`src/cwpm_pkg.sv`:
```
// Shared types, constants and modular helpers for the challenge word pair mixer.
// Arithmetic is modulo the Mersenne prime 2^31-1, where doubling is a 31-bit rotation.
// No dependencies.
package cwpm_pkg;

    // Field widths
    localparam int unsigned RES_W = 31;
    localparam int unsigned KEY_W = 32;

    // Modulus and the fixed scrambling multiplier
    localparam logic [RES_W-1:0] MOD_P   = 31'h7FFF_FFFF;
    localparam logic [RES_W-1:0] MIX_MUL = 31'h0E79_A9C1;

    // Digit-serial multiplier geometry: multiplier bits consumed per cycle
    localparam int unsigned DIGIT_W    = 2;
    localparam int unsigned NUM_DIGITS = (RES_W + DIGIT_W - 1) / DIGIT_W;
    localparam int unsigned SR_W       = NUM_DIGITS * DIGIT_W;
    localparam int unsigned CNT_W      = $clog2(NUM_DIGITS + 1);
    // Wide enough for DIGIT_W + 1 terms of 31 bits while DIGIT_W stays below eight
    localparam int unsigned SUM_W      = RES_W + 3;

    // Configuration register indexes
    localparam logic [1:0] KEY0_IDX = 2'd0;
    localparam logic [1:0] KEY1_IDX = 2'd1;
    localparam logic [1:0] KEY2_IDX = 2'd2;
    localparam logic [1:0] KEY3_IDX = 2'd3;

    // Request to the modular multiplier
    typedef struct packed {
        logic             start;
        logic [RES_W-1:0] a;
        logic [RES_W-1:0] b;
    } mul_req_t;

    // Answer from the modular multiplier
    typedef struct packed {
        logic             done;
        logic [RES_W-1:0] product;
    } mul_rsp_t;

    // Reduce a 32-bit value to the canonical range [0, 2^31-2].
    function automatic logic [RES_W-1:0] mod_fold32(input logic [31:0] x);
        logic [31:0]      f;
        logic [RES_W-1:0] g;
        f = {1'b0, x[30:0]} + {31'b0, x[31]};
        g = f[30:0] + {30'b0, f[31]};
        return (g == MOD_P) ? '0 : g;
    endfunction

    // Modular sum of two 31-bit values.
    function automatic logic [RES_W-1:0] mod_add(input logic [RES_W-1:0] a,
                                                 input logic [RES_W-1:0] b);
        return mod_fold32({1'b0, a} + {1'b0, b});
    endfunction

    // Left rotation of a 31-bit value, which multiplies it by 2^amt modulo 2^31-1.
    function automatic logic [RES_W-1:0] rotl31(input logic [RES_W-1:0] x,
                                                input int unsigned     amt);
        logic [2*RES_W-1:0] dbl;
        dbl = {x, x};
        return dbl[2*RES_W-1-amt -: RES_W];
    endfunction

    // One digit step of a most-significant-first modular product:
    // acc * 2^DIGIT_W + a * digit, reduced.
    function automatic logic [RES_W-1:0] mod_digit_step(input logic [RES_W-1:0]   acc,
                                                        input logic [RES_W-1:0]   a,
                                                        input logic [DIGIT_W-1:0] digit);
        logic [SUM_W-1:0] s;
        logic [31:0]      f;
        s = {3'b0, rotl31(acc, DIGIT_W)};
        for (int unsigned j = 0; j < DIGIT_W; j++) begin
            if (digit[j]) begin
                s = s + {3'b0, rotl31(a, j)};
            end
        end
        f = {1'b0, s[RES_W-1:0]} + {29'b0, s[SUM_W-1:RES_W]};
        return mod_fold32(f);
    endfunction

endpackage

```
`src/cwpm_mul_mod.sv`:
```
// Digit-serial multiplier modulo 2^31-1, consuming the multiplier a digit per cycle.
// Depends on cwpm_pkg for the digit step, the request and answer types and sizes.
module cwpm_mul_mod (
    input  logic               clk,
    input  logic               rst_n,
    input  cwpm_pkg::mul_req_t req,
    output cwpm_pkg::mul_rsp_t rsp
);

    logic [cwpm_pkg::RES_W-1:0] acc_reg;
    logic [cwpm_pkg::RES_W-1:0] a_reg;
    logic [cwpm_pkg::SR_W-1:0]  b_sr_reg;
    logic [cwpm_pkg::CNT_W-1:0] cnt_reg;
    logic                       running_reg;
    logic                       done_reg;

    // Load on a request, then fold in one multiplier digit per cycle, top digit first.
    always_ff @(posedge clk or negedge rst_n)
    begin
        if (!rst_n)
        begin
            running_reg <= 1'b0;
            done_reg    <= 1'b0;
            cnt_reg     <= '0;
        end
        else
        begin
            done_reg <= 1'b0;
            if (req.start)
            begin
                acc_reg     <= '0;
                a_reg       <= req.a;
                b_sr_reg    <= {{(cwpm_pkg::SR_W - cwpm_pkg::RES_W){1'b0}}, req.b};
                cnt_reg     <= cwpm_pkg::CNT_W'(cwpm_pkg::NUM_DIGITS);
                running_reg <= 1'b1;
            end
            else if (running_reg)
            begin
                acc_reg  <= cwpm_pkg::mod_digit_step(
                                acc_reg, a_reg,
                                b_sr_reg[cwpm_pkg::SR_W-1 -: cwpm_pkg::DIGIT_W]);
                b_sr_reg <= b_sr_reg << cwpm_pkg::DIGIT_W;
                cnt_reg  <= cnt_reg - 1'b1;
                if (cnt_reg == cwpm_pkg::CNT_W'(1))
                begin
                    running_reg <= 1'b0;
                    done_reg    <= 1'b1;
                end
            end
        end
    end

    // The product sits in the accumulator during the done cycle.
    assign rsp.done    = done_reg;
    assign rsp.product = acc_reg;

endmodule

```
`src/challenge_word_pair_mixer.sv`:
```
// Top level of the challenge word pair mixer: key registers, sequencer and accumulators.
// Depends on cwpm_pkg and instantiates cwpm_mul_mod.
//
// Usage
//   Configuration: the four key words are written through cfg_write, cfg_index and
//   cfg_data, one per cycle, by the user only while busy is low (block does not check).
//   Input: a word pair (first_word, second_word, last_pair) is taken at a rising edge
//   where start is high and busy is low. busy stays high while the pair is processed.
//   Each pair runs three modular products on one digit-serial multiplier that retires
//   two multiplier bits per cycle, with modular additions around them.
//   Output: only the last pair gives a response. The four response words are valid on
//   their ports when done is high, which it is for a single cycle.
//   The receiver cannot hold a word off; it must take it in that cycle.
//   After a result both accumulators are back at zero for the next challenge.
//   Reset: the key words and the accumulators clear to zero and the block is idle.
module challenge_word_pair_mixer (
    input  logic        clk,
    input  logic        rst_n,
    input  logic        cfg_write,
    input  logic [1:0]  cfg_index,
    input  logic [31:0] cfg_data,
    input  logic        start,
    output logic        busy,
    input  logic [30:0] first_word,
    input  logic [30:0] second_word,
    input  logic        last_pair,
    output logic        done,
    output logic [31:0] response_word0,
    output logic [31:0] response_word1,
    output logic [31:0] response_word2,
    output logic [31:0] response_word3
);

    typedef enum logic [2:0] {
        S_IDLE,
        S_SCALE,
        S_TEMP,
        S_MIX,
        S_HIGH,
        S_LOW1,
        S_LOW2,
        S_FINAL
    } state_t;

    state_t state_reg;

    logic [cwpm_pkg::KEY_W-1:0] key0_reg;
    logic [cwpm_pkg::KEY_W-1:0] key1_reg;
    logic [cwpm_pkg::KEY_W-1:0] key2_reg;
    logic [cwpm_pkg::KEY_W-1:0] key3_reg;

    logic [cwpm_pkg::RES_W-1:0] high_acc_reg;
    logic [cwpm_pkg::RES_W-1:0] low_acc_reg;
    logic [cwpm_pkg::RES_W-1:0] second_reg;
    logic                       last_reg;
    logic [cwpm_pkg::RES_W-1:0] temp_reg;
    logic [cwpm_pkg::RES_W-1:0] high_reg;
    logic [cwpm_pkg::RES_W-1:0] low_reg;
    logic [cwpm_pkg::RES_W-1:0] low_next;
    logic [cwpm_pkg::RES_W-1:0] high_fin;
    logic [cwpm_pkg::RES_W-1:0] low_fin;

    logic                       done_reg;
    logic [cwpm_pkg::KEY_W-1:0] resp0_reg;
    logic [cwpm_pkg::KEY_W-1:0] resp1_reg;
    logic [cwpm_pkg::KEY_W-1:0] resp2_reg;
    logic [cwpm_pkg::KEY_W-1:0] resp3_reg;

    cwpm_pkg::mul_req_t mul_req;
    cwpm_pkg::mul_rsp_t mul_rsp;

    // Key word registers, written by index.
    always_ff @(posedge clk or negedge rst_n)
    begin
        if (!rst_n)
        begin
            key0_reg <= '0;
            key1_reg <= '0;
            key2_reg <= '0;
            key3_reg <= '0;
        end
        else if (cfg_write)
        begin
            unique case (cfg_index)
                cwpm_pkg::KEY0_IDX: key0_reg <= cfg_data;
                cwpm_pkg::KEY1_IDX: key1_reg <= cfg_data;
                cwpm_pkg::KEY2_IDX: key2_reg <= cfg_data;
                cwpm_pkg::KEY3_IDX: key3_reg <= cfg_data;
                default:            key0_reg <= key0_reg;
            endcase
        end
    end

    // Multiplier requests: the scrambled first word, the keyed sum, then the mixed word.
    always_comb
    begin
        mul_req = '0;
        unique case (state_reg)
            S_IDLE:
            begin
                mul_req.start = start;
                mul_req.a     = cwpm_pkg::MIX_MUL;
                mul_req.b     = first_word;
            end
            S_SCALE:
            begin
                mul_req.start = mul_rsp.done;
                mul_req.a     = key0_reg[cwpm_pkg::RES_W-1:0];
                mul_req.b     = cwpm_pkg::mod_add(mul_rsp.product, high_acc_reg);
            end
            S_MIX:
            begin
                mul_req.start = 1'b1;
                mul_req.a     = key2_reg[cwpm_pkg::RES_W-1:0];
                mul_req.b     = cwpm_pkg::mod_add(second_reg, temp_reg);
            end
            default:
            begin
                mul_req = '0;
            end
        endcase
    end

    cwpm_mul_mod u_mul (
        .clk   (clk),
        .rst_n (rst_n),
        .req   (mul_req),
        .rsp   (mul_rsp)
    );

    // Closing additions: the new low value, and the final addends on the last pair.
    assign low_next = cwpm_pkg::mod_add(low_reg, temp_reg);
    assign high_fin = cwpm_pkg::mod_add(high_reg, key1_reg[cwpm_pkg::RES_W-1:0]);
    assign low_fin  = cwpm_pkg::mod_add(low_reg, key3_reg[cwpm_pkg::RES_W-1:0]);

    // Sequencer with accumulators and the registered response.
    always_ff @(posedge clk or negedge rst_n)
    begin
        if (!rst_n)
        begin
            state_reg    <= S_IDLE;
            high_acc_reg <= '0;
            low_acc_reg  <= '0;
            done_reg     <= 1'b0;
        end
        else
        begin
            done_reg <= 1'b0;
            unique case (state_reg)
                S_IDLE:
                begin
                    if (start)
                    begin
                        second_reg <= second_word;
                        last_reg   <= last_pair;
                        state_reg  <= S_SCALE;
                    end
                end
                S_SCALE:
                begin
                    if (mul_rsp.done)
                    begin
                        state_reg <= S_TEMP;
                    end
                end
                S_TEMP:
                begin
                    if (mul_rsp.done)
                    begin
                        temp_reg  <= cwpm_pkg::mod_add(mul_rsp.product,
                                                       key1_reg[cwpm_pkg::RES_W-1:0]);
                        state_reg <= S_MIX;
                    end
                end
                S_MIX:
                begin
                    state_reg <= S_HIGH;
                end
                S_HIGH:
                begin
                    if (mul_rsp.done)
                    begin
                        high_reg  <= cwpm_pkg::mod_add(mul_rsp.product,
                                                       key3_reg[cwpm_pkg::RES_W-1:0]);
                        state_reg <= S_LOW1;
                    end
                end
                S_LOW1:
                begin
                    low_reg   <= cwpm_pkg::mod_add(low_acc_reg, high_reg);
                    state_reg <= S_LOW2;
                end
                S_LOW2:
                begin
                    if (last_reg)
                    begin
                        low_reg   <= low_next;
                        state_reg <= S_FINAL;
                    end
                    else
                    begin
                        high_acc_reg <= high_reg;
                        low_acc_reg  <= low_next;
                        state_reg    <= S_IDLE;
                    end
                end
                S_FINAL:
                begin
                    resp0_reg    <= key0_reg ^ {1'b0, high_fin};
                    resp1_reg    <= key1_reg ^ {1'b0, low_fin};
                    resp2_reg    <= key2_reg ^ {1'b0, high_fin};
                    resp3_reg    <= key3_reg ^ {1'b0, low_fin};
                    done_reg     <= 1'b1;
                    high_acc_reg <= '0;
                    low_acc_reg  <= '0;
                    state_reg    <= S_IDLE;
                end
                default:
                begin
                    state_reg <= S_IDLE;
                end
            endcase
        end
    end

    assign busy           = (state_reg != S_IDLE);
    assign done           = done_reg;
    assign response_word0 = resp0_reg;
    assign response_word1 = resp1_reg;
    assign response_word2 = resp2_reg;
    assign response_word3 = resp3_reg;

endmodule
```
`config.mk`:
```
export PLATFORM = sky130hd
export DESIGN_NAME = challenge_word_pair_mixer
export DESIGN_NICKNAME = d
export VERILOG_FILES = /design/src/cwpm_pkg.sv /design/src/cwpm_mul_mod.sv /design/src/challenge_word_pair_mixer.sv
export SDC_FILE = /design/constraint.sdc
export NUM_CORES = 2
export LEC_CHECK = 0
export ABC_AREA = 0
export BUFFER_PORTS_ARGS = -buffer_cell sky130_fd_sc_hd__buf_4
export CAP_MARGIN = 20
export CORE_MARGIN = 2
export CORE_UTILIZATION = 30
export DETAILED_ROUTE_END_ITERATION = 16
export GPL_ROUTABILITY_DRIVEN = 1
export SLEW_MARGIN = 20
export SYNTH_ARGS = -nofsm -noshare
export SYNTH_HDL_FRONTEND = slang
export SYNTH_SLANG_ARGS = --single-unit
```
`constraint.sdc`:
```
create_clock -name clk -period 27.9 [get_ports clk]
set_input_delay 1.395 -clock clk [delete_from_list [all_inputs] [get_ports clk]]
set_output_delay 1.395 -clock clk [all_outputs]
set_load 0.005 [all_outputs]
```
# ---- Word level (Yosys, flattened, before mapping)
# Cells that the tools add are included.
dict set report word_totals {
  regBits 548
  in_bits 101
  output_inout_bits 130
  elab_cells 141
}
dict set report op_classes {
  add_sub_neg 30
  n_eq_ne 26
  n_mux 38
  n_bitwise 4
  reduce_logical 19
}
# operator n
set ops {}
lappend ops {{31-bit 2-to-1 mux} 12}
lappend ops {{31-bit by 1-bit adder with 32-bit output} 9}
lappend ops {{31-bit by 31-bit adder with 32-bit output} 9}
lappend ops {{31-bit by 1-bit adder with 31-bit output} 9}
lappend ops {{31-bit == test (second input constant)} 9}
lappend ops {{34-bit 2-to-1 mux} 6}
lappend ops {{63-bit case mux with 3 select lines} 1}
lappend ops {{31-bit case mux with 2 select lines} 3}
lappend ops {{32-bit by 31-bit XOR with 32-bit output} 4}
lappend ops {{34-bit by 31-bit adder with 34-bit output} 1}
lappend ops {{31-bit by 3-bit adder with 32-bit output} 1}
lappend ops {{32-bit 2-to-1 mux} 1}
lappend ops {{3-bit case mux with 8 select lines} 1}
lappend ops {{2-bit AND reduction} 8}
lappend ops {{3-bit 2-to-1 mux} 5}
lappend ops {{3-bit == test (second input constant)} 4}
lappend ops {{3-bit AND reduction} 4}
lappend ops {{5-bit 2-to-1 mux} 2}
lappend ops {{1-bit 2-to-1 mux} 7}
lappend ops {{3-bit by 2-bit == test with 1-bit output (second input constant)} 2}
lappend ops {{2-bit by 1-bit inequality test with 1-bit output (second input constant)} 3}
lappend ops {{2-bit inequality test (second input constant)} 3}
lappend ops {{2-bit nonzero test} 3}
lappend ops {{5-bit by 1-bit == test with 1-bit output (second input constant)} 1}
lappend ops {{other kinds (8)} 9}

# ---- Depth between registers and ports, before layout
dict set report logic_depth {
  word_depth 17
  ltp_mapped 53
  mapped_depth_nobuf 51
}

# ---- Hierarchy
# Synthesis repeated with hierarchy kept, for this count alone.
dict set report hier_totals {
  cells_unflattened 7187
  area_unflattened_um2 60127.7
}
# mod instances cells_each area_per_inst_um2 seq_area_each_um2
set modules_own_cells {}
lappend modules_own_cells {challenge_word_pair_mixer 1 5783 48290.1 12451.9}
lappend modules_own_cells {cwpm_mul_mod 1 1404 11837.6 2997.9}

# ---- Least setup slack after synthesis
# No wires, ideal clock.
dict set report synth_timing {
  kind {register to register}
  start {register u_mul.acc_reg[29] (netlist name)}
  end {register u_mul.acc_reg[0] (netlist name) (data pin)}
  setup_time_ns 0.257
  arrival_ns 11.259
  required_time_ns 27.643
  slack_ns 16.384
  path_stages_with_launch 52
  path_buffers 1
  synth_period_minus_slack_ns 11.516
  cell_sequence {edfxtp_1 ha_1 fa_1 a211oi_2 o211ai_1 a21o_1 o21a_1 a2111oi_0 inv_1 ha_1 a21oi_1 o21ai_0 nor3_1 a21o_1 nor3_1 o21a_1 o21a_1 o21ai_0 (+16 left out) nor4b_1 nand3_1 nor2_1 nand4_1 nor3b_1 ha_1 and3_1 nand2_1 a211oi_1 nand4_1 or3_4 o41ai_4 a21oi_1 nor4_2 nand4_1 a211o_1 buf_6 a32o_1}
}
dict set report synth_via {
  elab_chain_len 14
}
# element line
set synth_rtl {}
lappend synth_rtl {{from (decl)} cwpm_mul_mod.sv:10} ;# logic [cwpm_pkg::RES_W-1:0] acc_reg;
lappend synth_rtl {{from (signal assigned)} cwpm_mul_mod.sv:39} ;# acc_reg <= cwpm_pkg::mod_digit_step(
lappend synth_rtl {{31-bit by 31-bit adder with 32-bit output} cwpm_pkg.sv:74} ;# s = s + {3'b0, rotl31(a, j)};
lappend synth_rtl {{34-bit 2-to-1 mux *} cwpm_pkg.sv:73} ;# if (digit[j]) begin
lappend synth_rtl {{34-bit 2-to-1 mux *} cwpm_mul_mod.sv:37} ;# else if (running_reg)
lappend synth_rtl {{34-bit 2-to-1 mux *} cwpm_mul_mod.sv:29} ;# if (req.start)
lappend synth_rtl {{34-bit by 31-bit adder with 34-bit output} cwpm_pkg.sv:74}
lappend synth_rtl {{34-bit 2-to-1 mux *} cwpm_pkg.sv:73}
lappend synth_rtl {{34-bit 2-to-1 mux *} cwpm_mul_mod.sv:37}
lappend synth_rtl {{34-bit 2-to-1 mux *} cwpm_mul_mod.sv:29}
lappend synth_rtl {{31-bit by 3-bit adder with 32-bit output *} cwpm_pkg.sv:77} ;# f = {1'b0, s[RES_W-1:0]} + {29'b0, s[SUM_W-1:RES_W]};
lappend synth_rtl {{31-bit by 1-bit adder with 32-bit output *} cwpm_pkg.sv:45} ;# f = {1'b0, x[30:0]} + {31'b0, x[31]};
lappend synth_rtl {{31-bit by 1-bit adder with 31-bit output *} cwpm_pkg.sv:46} ;# g = f[30:0] + {30'b0, f[31]};
lappend synth_rtl {{31-bit == test} cwpm_pkg.sv:47} ;# return (g == MOD_P) ? '0 : g;
lappend synth_rtl {{31-bit 2-to-1 mux *} cwpm_pkg.sv:47}
lappend synth_rtl {{31-bit 2-to-1 mux *} cwpm_mul_mod.sv:37}
# Every way passes the cells marked *; elsewhere a longest branch is shown, timed or not. The select of a mux whose other input is x is not followed.
# A chain may end at the register's enable or synchronous reset.

# ---- Worst setup path in the final report
dict set report layout_timing {
  start {register u_mul.acc_reg[29] (netlist name)}
  end {register u_mul.acc_reg[1] (netlist name) (data pin)}
}
# The elaborated chain is that of the path after synthesis.

==> summary.md <==
| Metric | Value |
|---|---|
| Internal power | between 2000 and 3000 uW |
| Post-synthesis sequential area ratio | about 28% |
| CP max stage delay | a little under 0.7 ns |
| Worst rel slew slack | 28.5% |
| Post-cts sizing count | 0 |
| Detailed Place HPWL | ~180000 um |
| Cell variety after synth | between 100 and 150 |
| Ports | approximately 230 |
| Switching portion of total power | just under 50% |
| CP max FO | 20 |
| Hold_buf cts | 0 |
| Register bit total from synthesis | around 550 |
| Placed cells | 9100 |
| Mapped cell area | around 0.056 mm2 |
| Row cnt | around 160 |
| Mapped Avg Cell Area | roughly 8.5 um2 |
| Vias | ~54000 |
| GRT Resource Usage Total | a little under a quarter |
| Clock Path Buffers | 3 |
| Core footprint | approximately 0.19 mm2 |
| CP startpoint kind | register |
| Post-synth EDFFs | around 350 |
| Crit path required time | 28.37 ns |
| FF-to-FF setup slack | 12.55 ns |
| Flop pwr share | 21.7% |
| H-tree Lvls | 3 |
| CTS buffer count | between 60 and 70 |
| Ys Warns | 0 |
| CTS tree | yes |
| Fin crit period | around 15 ns |
| Setup TNS | 0 ns |
| Drt drc | 0 |
| Routed wire length | between 200000 and 250000 um |
| RSZ-0062 raised after global routing | no |
| # Post-CTS Setup Buffers | 0 |
| First-pass GRT wire length | 331000 um |
| Commonest non-fill, non-tap cell in the layout | nand2_1 |
| Net switching power | 2540 uW |
| Clk pwr share | about a fifth |
| Fmax | 65.2 MHz |
| Commonest register cell after synthesis | edfxtp_1 |
| Measured slew at the worst slew-check pin | about 1.1 ns |
| Clk Latency, worst-skew pair | roughly 0.75 ns |
| Proportion of layout cells with a drive suffix above 1 | a little over a tenth |
| CTS Root Cell | clkbuf_16 |
| WS Path Type | register to register |
| R2R depth | 50 |
| Crit path DAT | 15.81 ns |
| WHS | about 0.45 ns |
| Initial antenna violation count | 18 |
| RR Endpoint | u_mul.acc_reg[1]$_SDFFCE_PP0P_ |
| Drt pass-1 iters | 7 |
| Grt total ovfl | 0 |
| Mapped Cells | between 6000 and 7000 |
| Die H | about 440 um |
| M1 GR Usage | a little under a third |
| Global-route met2 utilization | roughly 37% |
| Peak supply drop | between 0.00005 and 0.00006 V |
| Synth async-reset ratio | 36.7% |
| Post-Layout Cell Count | just over 9000 |
| Crit-path slowest cell | nor4_1 |
| Most used routing layer | met2 |
| Drt via density | between 5 and 6 |
| Gate power share | 59.3% |
| Worst min-delay path category | register to register |
| Area Growth Syn to Fin | 12.6% |
| Final Max Tran Viols | 0 |
| Die width | approximately 440 um |
| Most frequent cells in the layout | nand2_1 (568), nor2_1 (475), xnor2_1 (465) |
| R2R Path Start | u_mul.acc_reg[29]$_SDFFCE_PP0P_ |
| Clock sink total | ~550 |
| Final Hold Fails | 0 |
| Run status | complete, no violations |
| IO buf count | 230 |
| Largest net degree at the start of global routing | 88 |
| Initial detailed-routing violation count | approximately 5600 |
| # nets final | between 7000 and 8000 |
| Drt wl/cell | 24.7 um |
| Global routing usage on met3 | approximately 3.0% |
| Die ar. | roughly 0.19 mm2 |
| Timing endpoint of the critical path | u_mul.acc_reg[1]$_SDFFCE_PP0P_ |
| WP buf/inv | 1 |
| Initial Util | 30.1% |
| ANT nets after route | 0 |
| Clock Skews | between 0.05 and 0.06 ns |
| Post-Syn Nets | 7013 |
| Count of final setup violators | 0 |
| Clock-pin slew on the worst setup and hold paths | around 0.06 ns |
| Total power divided by cell area | around 82 mW/mm2 |
| Cell family with most CP delay | simple AND/OR/NAND/NOR gates |
| Worst path depth | 50 |
| GPL Wtd Cong | 0.979 |
| Vias in the first global route | between 40000 and 50000 |
| Setup crit start | u_mul.acc_reg[29]$_SDFFCE_PP0P_ |
| # Max-Cap Violations | 0 |
| Most common cell on crit path | ha_1 |
| Leak Pwr | 0.0240 uW |
| Crit. End Element | register |
| Final Cycle Share | between 50% and 60% |
==> cells in the mapped netlist, types with 50 or more instances <==
| master | instances | area share [%] |
|---|---|---|
| edfxtp_1 | 347 | 19 |
| mux2_2 | 131 | 2.6 |
| and2_1 | 78 | 0.88 |
| dfrtp_1 | 201 | 9.0 |
| nand4_1 | 121 | 1.4 |
| a21o_1 | 190 | 2.6 |
| nand2_1 | 569 | 3.8 |
| ha_1 | 352 | 7.9 |
| and3_1 | 113 | 1.3 |
| inv_1 | 172 | 1.2 |
| or3_1 | 72 | 0.81 |
| xor2_1 | 302 | 4.7 |
| o211ai_1 | 69 | 0.93 |
| o21ai_0 | 332 | 3.0 |
| nand3_1 | 247 | 2.2 |
| a211oi_1 | 57 | 0.77 |
| a31oi_1 | 65 | 0.73 |
| nand2b_1 | 81 | 0.91 |
| o21a_1 | 61 | 0.82 |
| nor2b_1 | 65 | 0.73 |
| nor3_1 | 188 | 1.7 |
| clkbuf_1 | 184 | 1.2 |
| o31ai_1 | 50 | 0.67 |
| a21oi_1 | 420 | 3.8 |
| xnor2_1 | 465 | 7.3 |
| nor4_1 | 113 | 1.3 |
| nor2_1 | 478 | 3.2 |
==> per-layer routing <==
metal,wire [um],part of all wire (%),vias up
met1,99000,43,26493
met5,113,0.049,-
met2,103000,45,1902
met4,11700,5.1,18
li1,-,-,25097
met3,14400,6.3,387
==> power by group through the flow <==
stage / Sequential [uW] / Combinational [uW] / Clock, uW
floorplan: 1070 / 2120 / 0
finish: 1120 / 3060 / 980
global placement: 1130 / 2970 / 0
detailed placement: 1130 / 2980 / 0
global route: 1120 / 3300 / 1020
CTS: 1120 / 3000 / 996
==> logic make-up after synthesis <==
kind of cell             share of synthesized area (%)
multiplexers                                      3.26
XOR/XNOR                                          12.3
AND/OR/NAND/NOR                                   22.8
buffers and inverters                             2.92
adder cells (fa/ha/maj)                           8.35
flip-flops                                        27.7
AO/OA/AOI/OAI                                     22.6
==> worst reg2reg max path, delay by kind of cell, from the launching register on <==
family | cells | cell delay, ns
and+or+nand+nor | 22 | 6.12
AOI/OAI and AO/OA | 18 | 5.38
DFF | 1 | 0.65
buffers and inverters | 1 | 0.10
xor gates and xnor gates | 2 | 0.66
adders and majority gates | 7 | 2.19
==> area by class of cell <==
type	instances	area, um2
clock buffers	84	1840
inverters	173	649
well taps	2480	3100
fillers	19402	122000
repair buffers	312	2380
flip-flops and latches	548	15400
clock inverters	41	568
multi-input cells	5588	38800
diodes	9	22.5
==> per-stage QoR <==
step / setup WS (ns) / power, uW / cell area [um2] / util (%)
global route: 11.43 / 5440 / 62800 / 33.9
global placement: 13.16 / 4100 / 60300 / 32.6
floorplan: 16.38 / 3190 / 55800 / -
finish: 12.55 / 5160 / 62800 / 33.9
detailed placement: 13.01 / 4120 / 60300 / 32.6
CTS: 12.93 / 5120 / 62700 / 33.9
==> worst min-delay path by stage <==
| stage | slack [ns] | endpoint | cells after the start | start |
|---|---|---|---|---|
| final | 0.45 | response_word0[31]$_DFFE_PP_ | 0 | key0_reg[31]$_DFFE_PN0P_ |
| after global routing | 0.46 | response_word3[31]$_DFFE_PP_ | 0 | key3_reg[31]$_DFFE_PN0P_ |
| after CTS | 0.45 | response_word0[31]$_DFFE_PP_ | 0 | key0_reg[31]$_DFFE_PN0P_ |
| after detailed placement | 0.43 | response_word1[31]$_DFFE_PP_ | 0 | key1_reg[31]$_DFFE_PN0P_ |
| after global placement | 0.43 | response_word2[31]$_DFFE_PP_ | 0 | key2_reg[31]$_DFFE_PN0P_ |
| after floorplan | 0.42 | response_word1[31]$_DFFE_PP_ | 0 | key1_reg[31]$_DFFE_PN0P_ |
(Power assumes the default switching activity.)
